## src/rtl/hgo_pkg.sv

```systemverilog
`timescale 1ns / 1ps
package hgo_pkg;

  localparam int CW          = 12;   // coordinate width
  localparam int PW          = 11;   // clamped pitch width
  localparam int DIV_BITS    = 2;    // quotient bits per divider stage
  localparam int DIV_STAGES  = CW / DIV_BITS;
  localparam int HASH_STAGES = 9;
  localparam int AXIS_STAGES = DIV_STAGES + HASH_STAGES;
  localparam int LIMIT_W     = 17;
  localparam int IDX_W       = 3;
  localparam int CFG_W       = 13;

  // register indexes
  localparam logic [IDX_W-1:0] REG_GRID_SIZE   = 3'd0;
  localparam logic [IDX_W-1:0] REG_WHITE_MODE  = 3'd1;
  localparam logic [IDX_W-1:0] REG_H_KEEP      = 3'd2;
  localparam logic [IDX_W-1:0] REG_V_KEEP      = 3'd3;
  localparam logic [IDX_W-1:0] REG_LINE_BLEND  = 3'd4;
  localparam logic [IDX_W-1:0] REG_FRAME_H     = 3'd5;
  localparam logic [IDX_W-1:0] REG_DARK_LUMA   = 3'd6;
  localparam logic [IDX_W-1:0] REG_BRIGHT_LUMA = 3'd7;

  // hash multipliers
  localparam logic [31:0] K_S   = 32'd374761393;
  localparam logic [31:0] K_N   = 32'd668265263;
  localparam logic [31:0] K_P   = 32'd2246822519;
  localparam logic [63:0] K_SALT64 = 64'd3266489917;
  localparam logic [31:0] K_MIX = 32'd1274126177;

  // salt terms, salt * K_SALT mod 2^32
  localparam logic [31:0] TERM_KEEP_H  = 32'(64'd17 * K_SALT64);
  localparam logic [31:0] TERM_KEEP_V  = 32'(64'd29 * K_SALT64);
  localparam logic [31:0] TERM_LEVEL_H = 32'(64'd228 * K_SALT64);
  localparam logic [31:0] TERM_LEVEL_V = 32'(64'd240 * K_SALT64);

  typedef struct packed {
    logic [PW-1:0] pitch;
    logic [31:0]   pitch_term;
    logic [7:0]    strength;
    logic [7:0]    cliff;
  } hgo_shared_t;

  // min of the period-4 and period-8 energies, indexed by position mod 8
  function automatic logic [7:0] edge_energy(input logic [2:0] m);
    logic [7:0] e;
    case (m)
      3'd0: e = 8'd37;
      3'd1: e = 8'd110;
      3'd2: e = 8'd183;
      3'd3: e = 8'd85;
      3'd4: e = 8'd85;
      3'd5: e = 8'd183;
      3'd6: e = 8'd110;
      default: e = 8'd37;
    endcase
    return e;
  endfunction

  // floor(x / 255), exact for x below 65280
  function automatic logic [7:0] div255(input logic [15:0] x);
    logic [16:0] t;
    t = {1'b0, x} + 17'd1 + {9'd0, x[15:8]};
    return t[15:8];
  endfunction

endpackage

```

## src/rtl/hgo_blend.sv

```systemverilog
`timescale 1ns / 1ps
module hgo_blend (
  input  logic       clk,
  input  logic [1:0] en,
  input  logic [7:0] vl,
  input  logic [7:0] hl,
  input  logic [7:0] base,
  input  logic [7:0] y_in,
  input  logic [7:0] cb_in,
  input  logic [7:0] cr_in,
  output logic [7:0] luma_out,
  output logic [7:0] blue_out,
  output logic [7:0] red_out,
  output logic       painted
);
  import hgo_pkg::*;

  logic [7:0]         lv;
  logic signed [8:0]  diff;
  logic signed [17:0] prod;
  logic               paint1;
  logic [7:0]         y1, cb1, cr1;
  logic [15:0]        mag;
  logic [7:0]         q;

  assign lv   = (vl != 8'd0) ? vl : hl;
  assign diff = signed'({1'b0, base}) - 9'sd128;

  always_ff @(posedge clk) begin
    if (en[0]) begin
      prod   <= diff * signed'({1'b0, lv});
      paint1 <= lv != 8'd0;
      y1     <= y_in;
      cb1    <= cb_in;
      cr1    <= cr_in;
    end
  end

  // truncating divide by 255 on the magnitude
  assign mag = prod[17] ? 16'(-prod) : prod[15:0];
  assign q   = div255(mag);

  always_ff @(posedge clk) begin
    if (en[1]) begin
      painted <= paint1;
      if (paint1) begin
        luma_out <= prod[17] ? 8'd128 - q : 8'd128 + q;
        blue_out <= 8'd128;
        red_out  <= 8'd128;
      end else begin
        luma_out <= y1;
        blue_out <= cb1;
        red_out  <= cr1;
      end
    end
  end

endmodule

```

## config.mk

```make
export PLATFORM = sky130hd
export DESIGN_NAME = hgo_blend
export DESIGN_NICKNAME = d
export VERILOG_FILES = /design/src/rtl/hgo_pkg.sv /design/src/rtl/hgo_blend.sv
export SDC_FILE = /design/constraint.sdc
export NUM_CORES = 1
export LEC_CHECK = 0
export BUFFER_PORTS_ARGS = -buffer_cell sky130_fd_sc_hd__buf_4
export CAP_MARGIN = 10
export CORE_ASPECT_RATIO = 0.7
export CORE_MARGIN = 2
export CORE_UTILIZATION = 64
export DETAILED_ROUTE_END_ITERATION = 6
export HOLD_SLACK_MARGIN = 0.08
export PLACE_DENSITY = 0.95
export SKIP_CTS_REPAIR_TIMING = 1
export SYNTH_ARGS = -nofsm -noshare
export SYNTH_HDL_FRONTEND = slang
export SYNTH_SLANG_ARGS = --single-unit
```

## constraint.sdc

```tcl
create_clock -name clk -period 14.64 [get_ports clk]
set_input_delay 1.464 -clock clk [delete_from_list [all_inputs] [get_ports clk]]
set_output_delay 1.464 -clock clk [all_outputs]
set_load 0.02 [all_outputs]
```

# Yosys cells after proc, flatten, opt, wreduce, memory -nomap -nowiden
# Index checks and enable logic that the tools add are counted.
# totals
latchBits	0
memories	0
in_bits	51
regBits	68
mem_bits_rw	0
romBits	0
# classes
order_cmp	0
n_shift	0
bitwise	0
mux	4
n_div	0
reduce_logical	2
n_mul	1
n_addsub	6
n_eq_ne	0
# ops
op	n
8-bit 2-to-1 mux	3
9-bit by 9-bit multiplier with 18-bit output	1
16-bit by 1-bit adder with 16-bit output, second input constant	1
16-bit by 8-bit adder with 16-bit output	1
16-bit 2-to-1 mux	1
16-bit negation	1
8-bit nonzero test	2
8-bit by 8-bit subtractor with 9-bit output, second input constant	1
8-bit adder, first input constant	1
8-bit subtractor, first input constant	1

# Longest topological paths before layout
# Gate-level depths: netlist of run 1.
# depth
word_depth	7
ltp_mapped	23
depth_no_buf	23

# Worst setup path before layout of run 1
# No wires, ideal clock.
# synth_timing
path_type	input -> register
from	in vl[2]
to	reg prod[17] (data pin)
n_path_buf	0
t_arrival_ns	6.257
setup_slack_ns	8.124
stages	18
setup_ns	0.260
path_cell_list	nor4_1 nand2_1 nor3_1 a21oi_1 or2_2 inv_1 fa_1 inv_1 fa_1 fa_1 fa_1 inv_1 ha_1 or3_1 a211oi_1 o31ai_1 a21oi_1 xnor2_1
# synth_via
elab_chain_cells	3
# synth_lines
item	line	rtl
start: declaration	hgo_blend.sv:5	input logic [7:0] vl,
8-bit nonzero test	hgo_blend.sv:26	assign lv = (vl != 8'd0) ? vl : hl;
8-bit 2-to-1 mux (*)	hgo_blend.sv:26	
9-bit by 9-bit multiplier with 18-bit output (*)	hgo_blend.sv:31	prod <= diff * signed'({1'b0, lv});
end signal: assignment	hgo_blend.sv:31	
end: declaration	hgo_blend.sv:20	logic signed [17:0] prod;
# Every way passes the cells marked *; elsewhere a longest branch is shown, timed or not.
# A chain may end at the register's enable or synchronous reset.

# Worst setup path after layout of run 1
# layout_timing
from	in vl[2]
to	reg prod[14] (data pin)
# Same word-level chain as after synthesis.

==> results of run 1 <==
[cells by family (layout without fill, tap and decap cells)]
kind of cell / count (synthesis) / after routing / synth area share (%)
simple gates: 158 / 158 / 14.3
buf+inv: 129 / 209 / 8.90
fa+ha+maj: 100 / 100 / 28.2
compound gates: 78 / 78 / 9.04
flops: 67 / 67 / 33.9
xor+xnor: 31 / 31 / 4.93
mux: 4 / 4 / 0.759
[worst max path at each step]
| stage | cells after the start | slack, ps | startpoint | to |
|---|---|---|---|---|
| 4_1_cts | 21 | 7570 | vl[2] | prod[14]$_DFFE_PP_ |
| 3_3_place_gp | 21 | 7650 | vl[2] | prod[17]$_DFFE_PP_ |
| 6_report | 21 | 7460 | vl[2] | prod[14]$_DFFE_PP_ |
| 5_1_grt | 21 | 6960 | vl[2] | prod[14]$_DFFE_PP_ |
| 3_5_place_dp | 21 | 7350 | vl[2] | prod[14]$_DFFE_PP_ |
| 2_1_floorplan | 18 | 8120 | vl[2] | prod[17]$_DFFE_PP_ |
[worst max-delay path: cells and delay by family]
family | cells | cell delay (ps)
AOI/OAI and AO/OA | 7 | 1750
adders and majority gates | 5 | 2380
buffers and inverters | 4 | 270
and+or+nand+nor | 5 | 1410
[area by class of cell]
cell class,instances,area [um^2],share of cell area (%)
Clock inverter,5,55.1,0.803
Timing Repair Buffer,75,563,8.21
Multi-Input combinational cell,371,3400,49.5
Sequential cell,67,2010,29.3
Inverter,119,447,6.51
Tap cell,124,155,2.26
Clock buffer,10,229,3.34
[metrics by stage]
step / power, mW / area, um^2 / utilization, % / setup WS [ps]
floorplan: 0.960 / 5940 / - / 8120
global placement: 1.09 / 6570 / 72.7 / 7650
detailed placement: 1.16 / 6570 / 72.7 / 7350
CTS: 1.39 / 6860 / 75.9 / 7570
global route: 1.52 / 6860 / 75.9 / 6960
finish: 1.41 / 6860 / 75.9 / 7460
[registers in the layout, indices dropped and copies added, names as in the netlist]
register / flops
y1: 8
red_out: 8
cb1: 8
cr1: 8
blue_out: 8
painted: 1
prod: 17
paint1: 1
luma_out: 8
[layer usage]
layer	up-vias	track usage, %	wire [um]
li1	2018	-	-
met1	2212	34.0	5040
met2	284	50.7	6960
met3	56	7.61	1090
met4	0	16.2	601
met5	-	0	0
[Yosys cell counts, drive strengths merged, types with 2 or more instances]
cell      n  area (um^2)
or2       8         50.1
a41oi     2         17.5
nor2b    43          269
and3      3         18.8
nand3     4         20.0
and2     10         62.6
o31ai     5         37.5
a221oi    2         17.5
nor2     30          113
nand2b    4         25.0
or4       3         26.3
nor3      4         20.0
clkbuf    6         42.5
a21oi    22          110
inv     119          447
o21ai    17         85.1
nand4     2         12.5
xnor2    23          209
a211oi    4         30.0
a31oi     2         12.5
a21boi    2         15.0
edfxtp   67         2010
fa       56         1120
buf       4         38.8
or3       4         27.5
mux2i     3         30.0
nand2    32          120
xor2      7         61.3
a21o      7         52.6
ha       44          551
o41ai     6         90.1
o211ai    2         15.0
nor4      6         43.8
o22ai     2         12.5
[power by group]
group	total (mW)	internal, mW	switching, mW
logic	0.868	0.363	0.505
clock network	0.206	0.130	0.0762
registers	0.335	0.284	0.0511
total	1.41	0.777	0.632
==> impl_metrics.csv, run 1 <==
group,metric,value,unit
outcome,status,"completed",
routing,vias_per_cell,5.93,
hold_path,min_from,"cb1[7]$_DFFE_PP_",
routing,wl,13700,um
placed_design,routabilityCongestion,0.904,
worst_setup_path,reg2reg_slack,8970,ps
yosys,ys_seq_elements,67,
timing,fin_crit_sh,49.0,%
floorplanning,die-area,10100,um^2
yosys,synth_cells,567,
grt,grt_pass1_wl,22900,um
yosys,synthFlopType,"edfxtp_1",
pwr,powerDensity,206,nW/um^2
worst_setup_path,cp.required,14750,ps
worst_setup_path,slowest_delay,650,ps
grt,grt_max_degree,43,
pwr,ir_drop,0.140,mV
cts,clk_pin_slew_worst_paths,50,ps
floorplanning,fp.dieH,84.6,um
routing,wl_per_cell,17.8,um
job,maxCapViolations,0,
placed_design,io_buffers,75,
cts,cts.sinks,67,
worst_setup_path,crit_chain,"buf_4 -> nor4_1 -> nand2_1 -> nor3_1 -> a21o_1 -> nand2b_1 -> fa_1 -> inv_1 -> fa_1 -> inv_1 -> fa_1 -> fa_1 -> inv_1 -> ha_1 -> o21ai_0 -> a21oi_1 -> o21ai_0 -> a21boi_0 -> o21ai_0 -> nor2b_1 -> o311ai_0",
pwr,leakage,3.15,nW
worst_setup_path,r2r-start,"prod[0]$_DFFE_PP_",
finish,most-common-layout-cells,"inv_1, buf_4, edfxtp_1",
cts,cts_tree,"done",
placed_design,dp_hpwl,9990,um
grt,antenna_found_initial,0,
routing,ant_nets,0,
timing,slew_violations,0,
routing,firstDrtPassIters,6,
cts,cts_max_path_buffers,2,
finish,mostFrequentLayoutCell,"inv_1",
worst_setup_path,slowest_stage,"nor3_1",
finish,fillers,548,
timing,worst_slew_pin_slew,1060,ps
grt,grt_pass1_vias,4831,
hold_path,worstHoldEndpoint,"blue_out[7]$_SDFFCE_PP1P_",
floorplanning,core,9030,um^2
floorplanning,std_cell_rows,29,
timing,fin_crit,7180,ps
worst_setup_path,crit_arrival,7290,ps
grt,track_usage,29.5,%
finish,nets,794,
timing,hold_ws,504,ps
worst_setup_path,crit_top_cell,"fa_1",
hold_path,hold_path.class,"reg2reg",
hold_path,holdPathStages,1,
routing,drc,0,
timing,setup-violations-final,0,
grt,gr-total-overflow,0,
finish,n_antenna_cell,0,
finish,drive_gt1_share,16.2,%
timing,clock_skew,5.06,ps
yosys,async_reset_ff_share,0,%
timing,finalHoldViolCount,0,
placed_design,post-place-cells,756,
cts,clkLatencyLatePin,330,ps
yosys,yosysUniqueCellTypes,54,
worst_setup_path,rr_worst_depth,17,
routing,drt_iter0_drc,382,
yosys,synthesis.area,5940,um^2
finish,areaGrowthSynthToFinish,15.5,%
yosys,syn_area_per_cell,10.5,um^2
floorplanning,fp.dieW,119,um
worst_setup_path,endpoint_kind,"register",
routing,vias,4570,
yosys,synth_edf_count,67,
floorplanning,start_util,65.7,%
cts,cts_buffers,9,
yosys,syn-num-nets,718,
timing,rsz0062_at_grt,"false",
yosys,yosysWarnings,0,
timing,relSlewSlack,29.3,%
worst_setup_path,critical_path_class,"in2reg",
worst_setup_path,start_kind,"primary input",
floorplanning,ios,76,
worst_setup_path,cp_max_fo,9,
yosys,yosysSeqAreaShare,33.9,%
cts,root_buffer,"clkbuf_16",
worst_setup_path,r2r-end,"luma_out[6]$_DFFE_PP_",
cts,h-tree-depth,3,
timing,fin_setup_tns,0,ps
finish,stdcell_count,771,
timing,max_clock_freq,139,MHz
No activity file was read; power rests on OpenSTA's default activity.
==> run 2: changes to the inputs <==
--- a/config.mk
+++ b/config.mk
@@ -9,10 +9,10 @@
 export CAP_MARGIN = 10
 export CORE_ASPECT_RATIO = 0.7
 export CORE_MARGIN = 2
-export CORE_UTILIZATION = 64
+export CORE_UTILIZATION = 60
 export DETAILED_ROUTE_END_ITERATION = 6
 export HOLD_SLACK_MARGIN = 0.08
-export PLACE_DENSITY = 0.95
+export PLACE_DENSITY = 0.9
 export SKIP_CTS_REPAIR_TIMING = 1
 export SYNTH_ARGS = -nofsm -noshare
 export SYNTH_HDL_FRONTEND = slang
==> constraint.sdc (replaced) <==
create_clock -name clk -period 7.2 [get_ports clk]
set_input_delay 0.72 -clock clk [delete_from_list [all_inputs] [get_ports clk]]
set_output_delay 0.72 -clock clk [all_outputs]
set_load 0.02 [all_outputs]
==> run 2 against run 1 <==
Sequential power grew 100%; final cell count up 0.65%; register-to-register slack lost 7500 ps; highest routed layer unchanged; design area is 0.20% higher; core utilization down 4.7 points; combinational power increased by 100%; sequential share of layout area is 0.059 points lower; worst hold slack got worse by 9.5 ps; via count is 2.5% lower.
==> impl_metrics.csv, run 2 (synthesis gave the netlist of run 1 again) <==
group,metric,value,unit
floorplanning,start_util,61.5,%
pwr,seqPwrFrac,23.4,%
finish,finalCoreUtilization,71.2,%
finish,top_register,"prod",
cts,cts_buffers,9,
routing,wl,13400,um
routing,ant_nets,0,
routing,vias,4456,
grt,grt_pass1_vias,4677,
finish,areaGrowthSynthToFinish,15.7,%
pwr,p_comb_share,61.3,%
timing,slew_violations,0,
routing,drc,0,
cts,cts.sinks,67,
floorplanning,ios,76,
worst_setup_path,r2r-end,"luma_out[6]$_DFFE_PP_",
grt,grt_max_degree,43,
routing,wl_per_cell,17.2,um
finish,mostFrequentLayoutCell,"inv_1",
finish,nets,794,
cts,clkLatencyLatePin,340,ps
cts,root_buffer,"clkbuf_16",
floorplanning,die-area,10700,um^2
pwr,leakage,3.15,nW
placed_design,io_buffers,75,
routing,vias_per_cell,5.74,
floorplanning,std_cell_rows,30,
worst_setup_path,endpoint_kind,"register",
worst_setup_path,start_kind,"primary input",
grt,track_usage,27.0,%
worst_setup_path,critical_path_class,"in2reg",
grt,antenna_found_initial,0,
timing,fin_crit,6280,ps
routing,firstDrtPassIters,5,
hold_path,worstHoldEndpoint,"red_out[7]$_SDFFCE_PP1P_",
cts,cts_max_path_buffers,2,
worst_setup_path,cp_max_fo,9,
worst_setup_path,cp.required,7290,ps
timing,worst_slew_pin_slew,1090,ps
finish,drive_gt1_share,16.2,%
floorplanning,fp.dieH,87.2,um
hold_path,hold_path.class,"reg2reg",
worst_setup_path,crit_top_cell,"fa_1",
pwr,p_switching,1.31,mW
outcome,status,"completed",
worst_setup_path,slowest_delay,620,ps
worst_setup_path,slowest_stage,"nor3_1",
timing,setup-violations-final,0,
worst_setup_path,reg2reg_slack,1450,ps
finish,most-common-layout-cells,"inv_1, buf_4, edfxtp_1",
worst_setup_path,rr_worst_depth,17,
job,maxCapViolations,0,
floorplanning,fp.dieW,123,um
hold_path,min_from,"cr1[7]$_DFFE_PP_",
routing,drt_iter0_drc,449,
placed_design,routabilityCongestion,0.879,
finish,fillers,620,
pwr,powerDensity,421,nW/um^2
cts,clk_pin_slew_worst_paths,60,ps
worst_setup_path,crit_family,"adder cells",
timing,fin_setup_tns,0,ps
worst_setup_path,worst-path-buf-inv,4,
timing,clock_skew,11.0,ps
finish,n_antenna_cell,0,
floorplanning,core,9650,um^2
finish,largest_reg_flops,17,
timing,fin_crit_sh,87.2,%
timing,max_clock_freq,159,MHz
worst_setup_path,r2r-start,"prod[1]$_DFFE_PP_",
cts,h-tree-depth,3,
timing,rsz0062_at_grt,"false",
grt,gr-total-overflow,0,
cts,cts_tree,"done",
timing,finalHoldViolCount,0,
hold_path,holdPathStages,1,
worst_setup_path,crit_chain,"buf_4 -> nor4_1 -> nand2_1 -> nor3_1 -> a21oi_1 -> or2_2 -> fa_1 -> inv_1 -> fa_1 -> fa_1 -> inv_1 -> fa_1 -> inv_1 -> ha_1 -> and3_1 -> a211oi_1 -> o31ai_1 -> a21oi_1 -> xnor2_1",
timing,relSlewSlack,27.3,%
pwr,p_clk_share,15.3,%
pwr,intPower,1.58,mW
worst_setup_path,crit_arrival,6370,ps
pwr,ir_drop,0.273,mV
pwr,p_sw_share,45.2,%
grt,grt_pass1_wl,22200,um
placed_design,dp_hpwl,9310,um
## run 2: cell types whose count changed in the layout (fill, tap and decap cells not counted), sizes merged
cell and change:
clkinv +2, clkbuf -1, clkinvlp -1, inv +1
## run 2: stage by stage
step / hold slack (ps) / cell area (um^2) / total power, mW / worst slack [ps] / cells
finish: 495 / 6870 / 2.89 / 925 / 776
global route: 507 / 6870 / 3.11 / 346 / 776
CTS: 500 / 6870 / 2.84 / 955 / 776
detailed placement: 494 / 6580 / 2.33 / 716 / 760
global placement: 482 / 6580 / 2.21 / 891 / 760
floorplan: 479 / 5940 / 1.95 / 1430 / 567
## run 2: power by group through the flow
stage | clock [mW] | sequential [mW] | combinational [mW]
after global routing | 0.456 | 0.683 | 1.97
after global placement | 0 | 0.664 | 1.54
after detailed placement | 0 | 0.673 | 1.66
final | 0.443 | 0.676 | 1.77
after floorplan | 0 | 0.661 | 1.29
after CTS | 0.440 | 0.671 | 1.73
## run 2: final cells by class
cell class                      count  area [um^2]  share of cell area, %
Clock inverter                      7         67.6                  0.983
Clock buffer                        9          225                   3.28
Tap cell                          128          160                   2.33
Sequential cell                    67         2010                   29.3
Inverter                          119          447                   6.50
Multi-Input combinational cell    371         3400                   49.4
Timing Repair Buffer               75          563                   8.20
## run 2: worst max-delay path by stage
stage / startpoint / end / cells past startpoint
4_1_cts: vl[2] / prod[17]$_DFFE_PP_ / 19
2_1_floorplan: vl[2] / prod[17]$_DFFE_PP_ / 18
5_1_grt: vl[2] / prod[14]$_DFFE_PP_ / 21
3_5_place_dp: vl[2] / prod[14]$_DFFE_PP_ / 21
6_report: vl[2] / prod[17]$_DFFE_PP_ / 19
3_3_place_gp: vl[2] / prod[14]$_DFFE_PP_ / 21
## run 2: worst reg2reg max path, stage by stage (launching register included)
cell and delay, ps:
edfxtp_1 420, inv_1 100, ha_1 160, or3b_2 610, o41ai_4 430, xnor2_1 330
inv_1 240, ha_1 370, a21o_1 170, a221oi_1 610, o21ai_0 190, a221oi_1 440
ha_1 390, inv_1 130, nor4_1 490, nor4b_1 130, a21oi_1 140, a31oi_1 90
## run 2: layer usage
layer	global-route usage, %	up-vias	routed length, um
li1	-	2011	-
met1	33.2	2172	5080
met2	46.4	221	6840
met3	5.50	52	1030
met4	11.5	0	410
met5	0	-	0
