`src/rtl/hgo_pkg.sv`:
```
`timescale 1ns / 1ps
package hgo_pkg;

  localparam int CW          = 12;   // coordinate width
  localparam int PW          = 11;   // clamped pitch width
  localparam int DIV_BITS    = 2;    // quotient bits per divider stage
  localparam int DIV_STAGES  = CW / DIV_BITS;
  localparam int HASH_STAGES = 9;
  localparam int AXIS_STAGES = DIV_STAGES + HASH_STAGES;
  localparam int LIMIT_W     = 17;
  localparam int IDX_W       = 3;
  localparam int CFG_W       = 13;

  // register indexes
  localparam logic [IDX_W-1:0] REG_GRID_SIZE   = 3'd0;
  localparam logic [IDX_W-1:0] REG_WHITE_MODE  = 3'd1;
  localparam logic [IDX_W-1:0] REG_H_KEEP      = 3'd2;
  localparam logic [IDX_W-1:0] REG_V_KEEP      = 3'd3;
  localparam logic [IDX_W-1:0] REG_LINE_BLEND  = 3'd4;
  localparam logic [IDX_W-1:0] REG_FRAME_H     = 3'd5;
  localparam logic [IDX_W-1:0] REG_DARK_LUMA   = 3'd6;
  localparam logic [IDX_W-1:0] REG_BRIGHT_LUMA = 3'd7;

  // hash multipliers
  localparam logic [31:0] K_S   = 32'd374761393;
  localparam logic [31:0] K_N   = 32'd668265263;
  localparam logic [31:0] K_P   = 32'd2246822519;
  localparam logic [63:0] K_SALT64 = 64'd3266489917;
  localparam logic [31:0] K_MIX = 32'd1274126177;

  // salt terms, salt * K_SALT mod 2^32
  localparam logic [31:0] TERM_KEEP_H  = 32'(64'd17 * K_SALT64);
  localparam logic [31:0] TERM_KEEP_V  = 32'(64'd29 * K_SALT64);
  localparam logic [31:0] TERM_LEVEL_H = 32'(64'd228 * K_SALT64);
  localparam logic [31:0] TERM_LEVEL_V = 32'(64'd240 * K_SALT64);

  typedef struct packed {
    logic [PW-1:0] pitch;
    logic [31:0]   pitch_term;
    logic [7:0]    strength;
    logic [7:0]    cliff;
  } hgo_shared_t;

  // min of the period-4 and period-8 energies, indexed by position mod 8
  function automatic logic [7:0] edge_energy(input logic [2:0] m);
    logic [7:0] e;
    case (m)
      3'd0: e = 8'd37;
      3'd1: e = 8'd110;
      3'd2: e = 8'd183;
      3'd3: e = 8'd85;
      3'd4: e = 8'd85;
      3'd5: e = 8'd183;
      3'd6: e = 8'd110;
      default: e = 8'd37;
    endcase
    return e;
  endfunction

  // floor(x / 255), exact for x below 65280
  function automatic logic [7:0] div255(input logic [15:0] x);
    logic [16:0] t;
    t = {1'b0, x} + 17'd1 + {9'd0, x[15:8]};
    return t[15:8];
  endfunction

endpackage

```
`src/rtl/hgo_axis.sv`:
```
`timescale 1ns / 1ps
module hgo_axis (
  input  logic                                   clk,
  input  logic [hgo_pkg::AXIS_STAGES-1:0]        en,
  input  logic [hgo_pkg::CW-1:0]                 coord,
  input  hgo_pkg::hgo_shared_t                   shared,
  input  logic [6:0]                             density,
  input  logic [hgo_pkg::LIMIT_W-1:0]            limit,
  input  logic                                   vertical,
  output logic [7:0]                             level
);
  import hgo_pkg::*;

  localparam int H1 = DIV_STAGES;

  logic [7:0] dmg;
  logic       full_on;
  logic       den_low;
  assign dmg     = ~shared.strength;
  assign full_on = (density == 7'd100) && (shared.strength == 8'd255);
  assign den_low = density < 7'd100;

  // ---- pipelined restoring divider
  logic [CW-1:0] dc [0:DIV_STAGES-1];
  logic [PW-1:0] dr [0:DIV_STAGES-1];
  logic [CW-1:0] dq [0:DIV_STAGES-1];
  logic [CW-1:0] sc [0:DIV_STAGES-1];
  logic [PW-1:0] sr [0:DIV_STAGES-1];
  logic [CW-1:0] sq [0:DIV_STAGES-1];
  logic [PW-1:0] nr [0:DIV_STAGES-1];
  logic [CW-1:0] nq [0:DIV_STAGES-1];

  always_comb begin
    logic [PW:0] t;
    sc[0] = coord;
    sr[0] = '0;
    sq[0] = '0;
    for (int j = 1; j < DIV_STAGES; j++) begin
      sc[j] = dc[j-1];
      sr[j] = dr[j-1];
      sq[j] = dq[j-1];
    end
    for (int j = 0; j < DIV_STAGES; j++) begin
      nr[j] = sr[j];
      nq[j] = sq[j];
      for (int b = 0; b < DIV_BITS; b++) begin
        t = {nr[j], sc[j][CW-1-j*DIV_BITS-b]};
        if (t >= {1'b0, shared.pitch}) begin
          t = t - {1'b0, shared.pitch};
          nq[j][CW-1-j*DIV_BITS-b] = 1'b1;
        end
        nr[j] = t[PW-1:0];
      end
    end
  end

  always_ff @(posedge clk) begin
    for (int j = 0; j < DIV_STAGES; j++) begin
      if (en[j]) begin
        dc[j] <= sc[j];
        dr[j] <= nr[j];
        dq[j] <= nq[j];
      end
    end
  end

  // ---- h1: line start, offset flags, index term
  logic [CW-1:0] start1;
  logic          off1_1, hit1;
  logic [31:0]   nterm1;
  logic [PW-1:0] rem_d;
  assign rem_d = dr[DIV_STAGES-1];

  always_ff @(posedge clk) begin
    if (en[H1]) begin
      start1 <= dc[DIV_STAGES-1] - CW'(rem_d);
      off1_1 <= rem_d == PW'(1);
      hit1   <= ((rem_d == '0) ||
                 ((rem_d == PW'(1)) &&
                  ({{(LIMIT_W-CW){1'b0}}, dc[DIV_STAGES-1]} < limit))) &&
                (density != 7'd0);
      nterm1 <= 32'({{(32-CW){1'b0}}, dq[DIV_STAGES-1]} * K_N);
    end
  end

  // ---- h2: hash base sum, edge energies
  logic [31:0] base2;
  logic [7:0]  e0_2, e1_2;
  logic        off1_2, hit2;

  always_ff @(posedge clk) begin
    if (en[H1+1]) begin
      base2  <= 32'({{(32-CW){1'b0}}, start1} * K_S) + nterm1 + shared.pitch_term;
      e0_2   <= edge_energy(start1[2:0]);
      e1_2   <= edge_energy(start1[2:0] + 3'd1);
      off1_2 <= off1_1;
      hit2   <= hit1;
    end
  end

  // ---- h3: salt and first xor-shift, energy terms
  logic [31:0] ka3, la3;
  logic [6:0]  prank3;
  logic [7:0]  weak0_3, weak1_3, t1_0_3, t1_1_3;
  logic        off1_3, hit3;
  logic [31:0] ka_c, la_c;
  logic [8:0]  esum;
  logic [15:0] wp0, wp1;

  always_comb begin
    ka_c = base2 + (vertical ? TERM_KEEP_V : TERM_KEEP_H);
    la_c = base2 + (vertical ? TERM_LEVEL_V : TERM_LEVEL_H);
    esum = {1'b0, e0_2} + {1'b0, e1_2};
    wp0  = {8'd0, ~e0_2} * 16'd150;
    wp1  = {8'd0, ~e1_2} * 16'd150;
  end

  always_ff @(posedge clk) begin
    if (en[H1+2]) begin
      ka3     <= ka_c ^ (ka_c >> 13);
      la3     <= la_c ^ (la_c >> 13);
      prank3  <= 7'(div255({8'd0, esum[8:1]} * 16'd100));
      weak0_3 <= ~e0_2;
      weak1_3 <= ~e1_2;
      t1_0_3  <= 8'd32 + wp0[15:8];
      t1_1_3  <= 8'd32 + wp1[15:8];
      off1_3  <= off1_2;
      hit3    <= hit2;
    end
  end

  // ---- h4: hash multiply, tonal loss
  logic [31:0] ka4, la4;
  logic [6:0]  prank4;
  logic [7:0]  weak0_4, weak1_4, tonal0_4, tonal1_4;
  logic        off1_4, hit4;
  logic [15:0] tp0, tp1;

  always_comb begin
    tp0 = {8'd0, dmg} * {8'd0, t1_0_3};
    tp1 = {8'd0, dmg} * {8'd0, t1_1_3};
  end

  always_ff @(posedge clk) begin
    if (en[H1+3]) begin
      ka4      <= ka3 * K_MIX;
      la4      <= la3 * K_MIX;
      prank4   <= prank3;
      weak0_4  <= weak0_3;
      weak1_4  <= weak1_3;
      tonal0_4 <= tp0[15:8];
      tonal1_4 <= tp1[15:8];
      off1_4   <= off1_3;
      hit4     <= hit3;
    end
  end

  // ---- h5: final xor-shift, keep rank sum, grain, rank sums
  logic [13:0] xk5;
  logic [6:0]  grain0_5, grain1_5;
  logic [10:0] x6_0_5, x6_1_5;
  logic [4:0]  sp5;
  logic [7:0]  tonal0_5, tonal1_5;
  logic        off1_5, hit5;
  logic [31:0] hk, hv;
  logic [6:0]  jit;
  logic [7:0]  nz0, nz1;
  logic [15:0] gp0, gp1;

  always_comb begin
    hk  = ka4 ^ (ka4 >> 16);
    hv  = la4 ^ (la4 >> 16);
    jit = hk[30:24] & 7'd99;
    nz0 = hv[15:8];
    nz1 = hv[26:19];
    gp0 = {8'd0, nz0} * {8'd0, dmg};
    gp1 = {8'd0, nz1} * {8'd0, dmg};
  end

  always_ff @(posedge clk) begin
    if (en[H1+4]) begin
      xk5      <= {7'd0, prank4} * 14'd68 + {2'd0, jit, 5'd0};
      grain0_5 <= gp0[15:9];
      grain1_5 <= gp1[15:9];
      x6_0_5   <= {3'd0, weak0_4} * 11'd5 + {3'd0, nz0};
      x6_1_5   <= {3'd0, weak1_4} * 11'd5 + {3'd0, nz1};
      sp5      <= hv[7:3];
      tonal0_5 <= tonal0_4;
      tonal1_5 <= tonal1_4;
      off1_5   <= off1_4;
      hit5     <= hit4;
    end
  end

  // ---- h6: divide by 100 and by 6, raw levels
  logic               keep6;
  logic [8:0]         rank0_6, rank1_6;
  logic signed [9:0]  lvb0_6, lvb1_6;
  logic [4:0]         sp6;
  logic               off1_6, hit6;
  logic [26:0]        kp, rp0, rp1;

  always_comb begin
    kp  = {13'd0, xk5} * 27'd5243;
    rp0 = {16'd0, x6_0_5} * 27'd43691;
    rp1 = {16'd0, x6_1_5} * 27'd43691;
  end

  always_ff @(posedge clk) begin
    if (en[H1+5]) begin
      keep6   <= kp[26:19] < {1'b0, density};
      rank0_6 <= rp0[26:18];
      rank1_6 <= rp1[26:18];
      lvb0_6  <= 10'sd255 - signed'({2'b0, tonal0_5}) - signed'({3'b0, grain0_5});
      lvb1_6  <= 10'sd255 - signed'({2'b0, tonal1_5}) - signed'({3'b0, grain1_5});
      sp6     <= sp5;
      off1_6  <= off1_5;
      hit6    <= hit5;
    end
  end

  // ---- h7: cliff cut and floor
  logic [7:0]        lv0_7, lv1_7;
  logic [4:0]        sp7;
  logic              keep7, off1_7, hit7;
  logic signed [9:0] cut, lv0_c, lv1_c;
  logic              big_cliff;

  always_comb begin
    big_cliff = shared.cliff > 8'd96;
    cut   = signed'({2'b0, shared.cliff} - 10'd80);
    lv0_c = lvb0_6;
    lv1_c = lvb1_6;
    if (big_cliff && ({1'b0, rank0_6} > 10'd384 - {2'b0, shared.cliff})) lv0_c = lvb0_6 - cut;
    if (big_cliff && ({1'b0, rank1_6} > 10'd384 - {2'b0, shared.cliff})) lv1_c = lvb1_6 - cut;
  end

  always_ff @(posedge clk) begin
    if (en[H1+6]) begin
      lv0_7  <= (lv0_c < 10'sd18) ? 8'd0 : lv0_c[7:0];
      lv1_7  <= (lv1_c < 10'sd18) ? 8'd0 : lv1_c[7:0];
      sp7    <= sp6;
      keep7  <= keep6;
      off1_7 <= off1_6;
      hit7   <= hit6;
    end
  end

  // ---- h8: spread between the two offsets of a line
  logic [7:0]  lvsel8;
  logic        keep8, hit8;
  logic [9:0]  lim0, lim1;
  logic [15:0] m0, m1;
  logic [7:0]  lv0_s, lv1_s;
  logic        both;

  always_comb begin
    both  = (lv0_7 != 8'd0) && (lv1_7 != 8'd0);
    lim0  = {2'b0, lv1_7} + 10'd48 + {5'd0, sp7};
    lim1  = {2'b0, lv0_7} + 10'd48 + {5'd0, sp7};
    m0    = {8'd0, lv0_7} * (16'd160 + {11'd0, sp7});
    m1    = {8'd0, lv1_7} * (16'd160 + {11'd0, sp7});
    lv0_s = lv0_7;
    lv1_s = lv1_7;
    if (both && ({2'b0, lv0_7} > lim0)) lv1_s = m1[15:8];
    else if (both && ({2'b0, lv1_7} > lim1)) lv0_s = m0[15:8];
  end

  always_ff @(posedge clk) begin
    if (en[H1+7]) begin
      lvsel8 <= off1_7 ? lv1_s : lv0_s;
      keep8  <= keep7;
      hit8   <= hit7;
    end
  end

  // ---- h9: fast paths and keep decision
  always_ff @(posedge clk) begin
    if (en[H1+8]) begin
      if (!hit8)                        level <= 8'd0;
      else if (full_on)                 level <= 8'd255;
      else if (den_low && !keep8)       level <= 8'd0;
      else if (shared.strength == 8'hFF) level <= 8'd255;
      else                              level <= lvsel8;
    end
  end

endmodule

```
`config.mk`:
```
export PLATFORM = sky130hd
export DESIGN_NAME = hgo_axis
export DESIGN_NICKNAME = d
export VERILOG_FILES = /design/src/rtl/hgo_pkg.sv /design/src/rtl/hgo_axis.sv
export SDC_FILE = /design/constraint.sdc
export NUM_CORES = 2
export LEC_CHECK = 0
export BUFFER_PORTS_ARGS = -buffer_cell sky130_fd_sc_hd__buf_2
export CAP_MARGIN = 10
export CORE_MARGIN = 2
export CORE_UTILIZATION = 30
export DETAILED_ROUTE_END_ITERATION = 16
export HOLD_SLACK_MARGIN = 0.06
export PLACE_DENSITY = 0.52
export SLEW_MARGIN = 20
export SYNTH_ARGS = -nofsm -noshare
export SYNTH_HDL_FRONTEND = slang
export SYNTH_SLANG_ARGS = --single-unit
```
`constraint.sdc`:
```
create_clock -name clk -period 12.4 [get_ports clk]
set_clock_uncertainty 0.15 [all_clocks]
set_input_delay 0.62 -clock clk [delete_from_list [all_inputs] [get_ports clk]]
set_output_delay 0.62 -clock clk [all_outputs]
set_load 0.005 [all_outputs]
```
# Yosys cells after proc, flatten, opt, wreduce, memory -nomap -nowiden
# Memory sizes are Yosys's and may differ from the RTL's.
# Cells that the tools add are included.
# totals
reg_bits,467
wordCells,230
out_inout_bits,8
mem_bits_rw,210
n_memories,3
inputBits,112
# mem_list
name,words,width,rd,rd_clocked_by_memory_dff,write_ports,line_no,rtl
dc,6,12,6,0,6,hgo_axis.sv:24,logic [CW-1:0] dc [0:DIV_STAGES-1];
dq,6,12,6,0,6,hgo_axis.sv:26,logic [CW-1:0] dq [0:DIV_STAGES-1];
dr,6,11,6,0,6,hgo_axis.sv:25,logic [PW-1:0] dr [0:DIV_STAGES-1];
# classes
n_reduce_logical,21
bitwise_logic,7
n_addsub,39
mux,49
order_cmp,22
mul,19
n_eq_ne,15
# op_table
cell,n
$ge 12x11->1,11
$mux 11,12
$add 32x32->32,4
$sub 11x11->11,11
$mul 32x31->32 const B,2
$mul 8x8->16,4
$mux 32,2
$xor 32x19->32,2
$mux 8,7
$mul 11x16->27 const B,2
$pmux 8 s3,2
$mul 12x29->32 const B,1
$mul 12x30->32 const B,1
$xor 31x16->31,1
$mul 8x7->15 const B,2
$mul 14x13->27 const B,1
$xor 27x16->27,1
$mux 1,24
$not 8->8,3
$add 11x8->11,2
$mul 8x3->11 const B,2
$add 9x5->10,2
$gt 8x10->1,2
$gt 9x10->1,2
other kinds (39),69

# Depth between registers and ports, before layout
# logic_depth
word_depth,7
mapped_depth,27
depth_no_buf,26

# Worst setup path before layout
# No wires, ideal clock.
# synth_path
path_type,register to register
from,register ka3[5]
to,"register ka4[30], data pin"
period_less_slack_ns,6.681
arrival_time_ns,6.271
setup_time_ns,0.260
required_time_ns,11.990
stages_incl_launch_ff,23
n_path_buf,0
setup_slack_ns,5.719
cell_sequence,edfxtp_1 inv_1 fa_1 inv_1 fa_1 fa_1 inv_1 fa_1 inv_1 fa_1 fa_1 fa_1 ha_1 ha_1 and3_1 nand3_1 nor3_1 o311a_1 o311a_1 o211ai_1 a21oi_1 a21oi_1 xnor2_1
# synth_between
elab_chain_len,1
# synth_rtl
item,line_no,rtl
start: declaration,hgo_axis.sv:102,"logic [31:0] ka3, la3;"
start signal: assignment,hgo_axis.sv:120,ka3 <= ka_c ^ (ka_c >> 13);
$mul 32x31->32,hgo_axis.sv:146,ka4 <= ka3 * K_MIX;
end signal: assignment,hgo_axis.sv:146,
end: declaration,hgo_axis.sv:133,"logic [31:0] ka4, la4;"
# Every way passes these cells.
# A chain may end at the register's enable or synchronous reset.

# Worst setup path after layout
# layout_path
from,register la3[6]
to,"register la4[31], data pin"
# layout_between
elab_chain_len,1
# layout_rtl
item,line_no,rtl
start: declaration,hgo_axis.sv:102,
start signal: assignment,hgo_axis.sv:121,la3 <= la_c ^ (la_c >> 13);
$mul 32x31->32,hgo_axis.sv:147,la4 <= la3 * K_MIX;
end signal: assignment,hgo_axis.sv:147,
end: declaration,hgo_axis.sv:133,
# Every way passes these cells.

==> flow_metrics.env <==
export IMPL_cpPeakStageDelay_ps=600
export IMPL_placed_cells=11100
export IMPL_ys_top_cells_by_count="inv_1, ha_1, fa_1"
export IMPL_synth_edf_count=604
export IMPL_cts_tree="built"
export IMPL_clkTransAtPathRegs_ps=60
export IMPL_cp_slowest_cell="o41ai_1"
export IMPL_slew_headroom_pct=30.7
export IMPL_syn_area_per_cell_sq_um=10.6
export IMPL_clock_sinks=604
export IMPL_cp_end_kind="flop"
export IMPL_grt_pass1_vias=55600
export IMPL_timing_final_max_slew_violations=0
export IMPL_grtUsageTotal_pct=14.5
export IMPL_synthFlopType="edfxtp_1"
export IMPL_die_area_sq_um=270000
export IMPL_drive_above_1_share_pct=5.07
export IMPL_die_y_microns=520
export IMPL_crit_fanout=6
export IMPL_hold_violations=0
export IMPL_root_buffer="clkbuf_16"
export IMPL_fin_crit_ps=7440
export IMPL_syn2layout_area_growth_pct=9.75
export IMPL_io_pins=120
export IMPL_yosys_top_cells_area="fa_1, edfxtp_1, ha_1"
export IMPL_drtIter0Drc=2356
export IMPL_timing_final_crit_share_pct=60.0
export IMPL_core_rowCount=189
export IMPL_insertion_delay_ps=720
export IMPL_globalplace_congestion=0.895
export IMPL_die_width_microns=520
export IMPL_htreeDepth=3
export IMPL_yosysSeqAreaShare_pct=22.7
export IMPL_critPathRequiredTime_ps=12670
export IMPL_cts_resized=0
export IMPL_critical_path_class="flop to flop"
export IMPL_syn_inst=7521
export IMPL_dp_hpwl_mm=164
export IMPL_worstPathArrival_ps=7710
export IMPL_grt_pass1_wl_mm=311
export IMPL_post_drt_wl_per_cell_microns=17.2
export IMPL_cts_buffers=78
export IMPL_critPathMostFrequentCell="fa_1"
export IMPL_drc=0
export IMPL_fin_area_sq_um=87500
export IMPL_tightestPinTransition_ps=1040
export IMPL_yosys_warnings=0
export IMPL_place_area_sq_um=84700
export IMPL_grt_max_degree=55
export IMPL_synth_cell_types=96
export IMPL_core_area_sq_um=265000
export IMPL_antenna_found_initial=18
export IMPL_hp_class="input port to flop"
export IMPL_netlist_area_leader_share_pct=25.0
export IMPL_totalWireLength_mm=194
export IMPL_yosysTopAreaCell="fa_1"
export IMPL_initial_core_util_pct=30.1
export IMPL_fin_cells=11300
export IMPL_vias=51400
export IMPL_syn_num_nets=9990
export IMPL_start_kind="flop"
export IMPL_hold_slack_ps=146
export IMPL_rsz0062_at_grt="no"
export IMPL_port_buffers=119
export IMPL_status="complete, no violations"
export IMPL_clockBufferDepth=3
export IMPL_cts_setup_buffers=0
export IMPL_yosysMostFrequentCell="inv_1"
export IMPL_fin_tns_setup_ps=0
export IMPL_synth_seq_cells=604
export IMPL_ant_nets=0
export IMPL_layout_nets=10200
export IMPL_viasPerCell=4.55
export IMPL_ctsHoldBuffers=14
export IMPL_syn_area_sq_um=79700
export IMPL_max_cap_violations=0
export IMPL_gr_total_overflow=0
export IMPL_timing_fmax_mhz=134
export IMPL_setup_viol=0
export IMPL_async_flop_share_pct=0
export IMPL_dr_pass1_iters=5
[placed cells by master (no fill, tap or decap), types with 33 or more instances in the layout]
master and instances:
edfxtp_1 604, mux2_2 56, nor2_1 329, buf_2 115
clkbuf_16 79, fa_1 996, a21o_1 131, o21bai_1 33
nand4_1 40, ha_1 1361, inv_1 1740, nor2b_1 159
xor2_1 143, nand3_1 53, xnor2_1 345, nand2_1 204
nand2b_1 148, o21a_1 77, and2_1 54, nor3_1 86
and3_1 34, a21oi_1 280, o21ai_0 181
[layer usage]
| layer | wire length (microns) | GRT usage (%) | part of all wire [%] | vias to the layer above |
|---|---|---|---|---|
| li1 | - | - | - | 25000 |
| met1 | 90200 | 19.5 | 47 | 25500 |
| met2 | 94200 | 25.3 | 49 | 688 |
| met3 | 5440 | 1.51 | 2.8 | 227 |
| met4 | 3750 | 3.03 | 1.9 | 10 |
| met5 | 57 | 0 | 0.029 | - |
[registers in the layout, summed over array words and instances, names as in the netlist, 9 cells and up]
| name | count |
|---|---|
| lvb0_6 | 10 |
| rank1_6 | 9 |
| lvb1_6 | 10 |
| ka3 | 31 |
| xk5 | 12 |
| start1 | 12 |
| x6_1_5 | 11 |
| dr | 66 |
| dc | 72 |
| rank0_6 | 9 |
| x6_0_5 | 11 |
| dq | 42 |
| base2 | 32 |
| la4 | 26 |
| la3 | 32 |
| nterm1 | 32 |
[kinds of logic (layout without fill, tap and decap cells)]
logic type / after synthesis / count (layout) / synth area share (%)
xor+xnor: 490 / 490 / 5.41
compound gates: 949 / 949 / 7.81
flops: 604 / 604 / 22.7
fa+ha+maj: 2357 / 2357 / 46.4
simple gates: 1218 / 1218 / 7.81
other cells: 0 / 2 / 0
mux: 94 / 94 / 1.29
buf+inv: 1809 / 2043 / 8.57
[worst max-delay path: cells and delay by family (launching register included)]
kind                     cells  cell delay (ps)
XOR/XNOR                     1               70
adder cells (fa/ha/maj)      9             3810
flip-flops                   1              550
buffers and inverters        6              520
AND/OR/NAND/NOR              4              630
AO/OA/AOI/OAI                5             1410
[through the flow]
| stage | setup slack [ps] | utilization [%] |
|---|---|---|
| 6_report | 4960 | 33.0 |
| 5_1_grt | 4620 | 33.0 |
| 4_1_cts | 4930 | 33.0 |
| 3_5_place_dp | 5000 | 32.0 |
| 3_3_place_gp | 5060 | 32.0 |
| 2_1_floorplan | 5720 | - |
[final cells by class]
type                       count  area (sq um)
antenna                        2          5.00
clock buffer                  88          2010
clock inverter                54           666
fill                       27000        177000
inverter                    1740          6530
multi-input combinational   5108         54800
sequential                   604         18100
tap                         3533          4420
timing repair buffer         161           956
[path summary, 6_finish.rpt]
kind | from | to | slack [ps] | cells past startpoint
worst max register to register | la3[6] | la4[31] | 4960 | 25
worst min register to register | dc[2][11] | dc[3][11] | 230 | 0
worst max-delay path | la3[6] | la4[31] | 4960 | 25
worst min-delay path | limit[16] | hit1 | 150 | 2
Power is left out: the tool's default activity adds up to more than one toggle a clock period on the data nets, which glitch-free logic cannot reach.
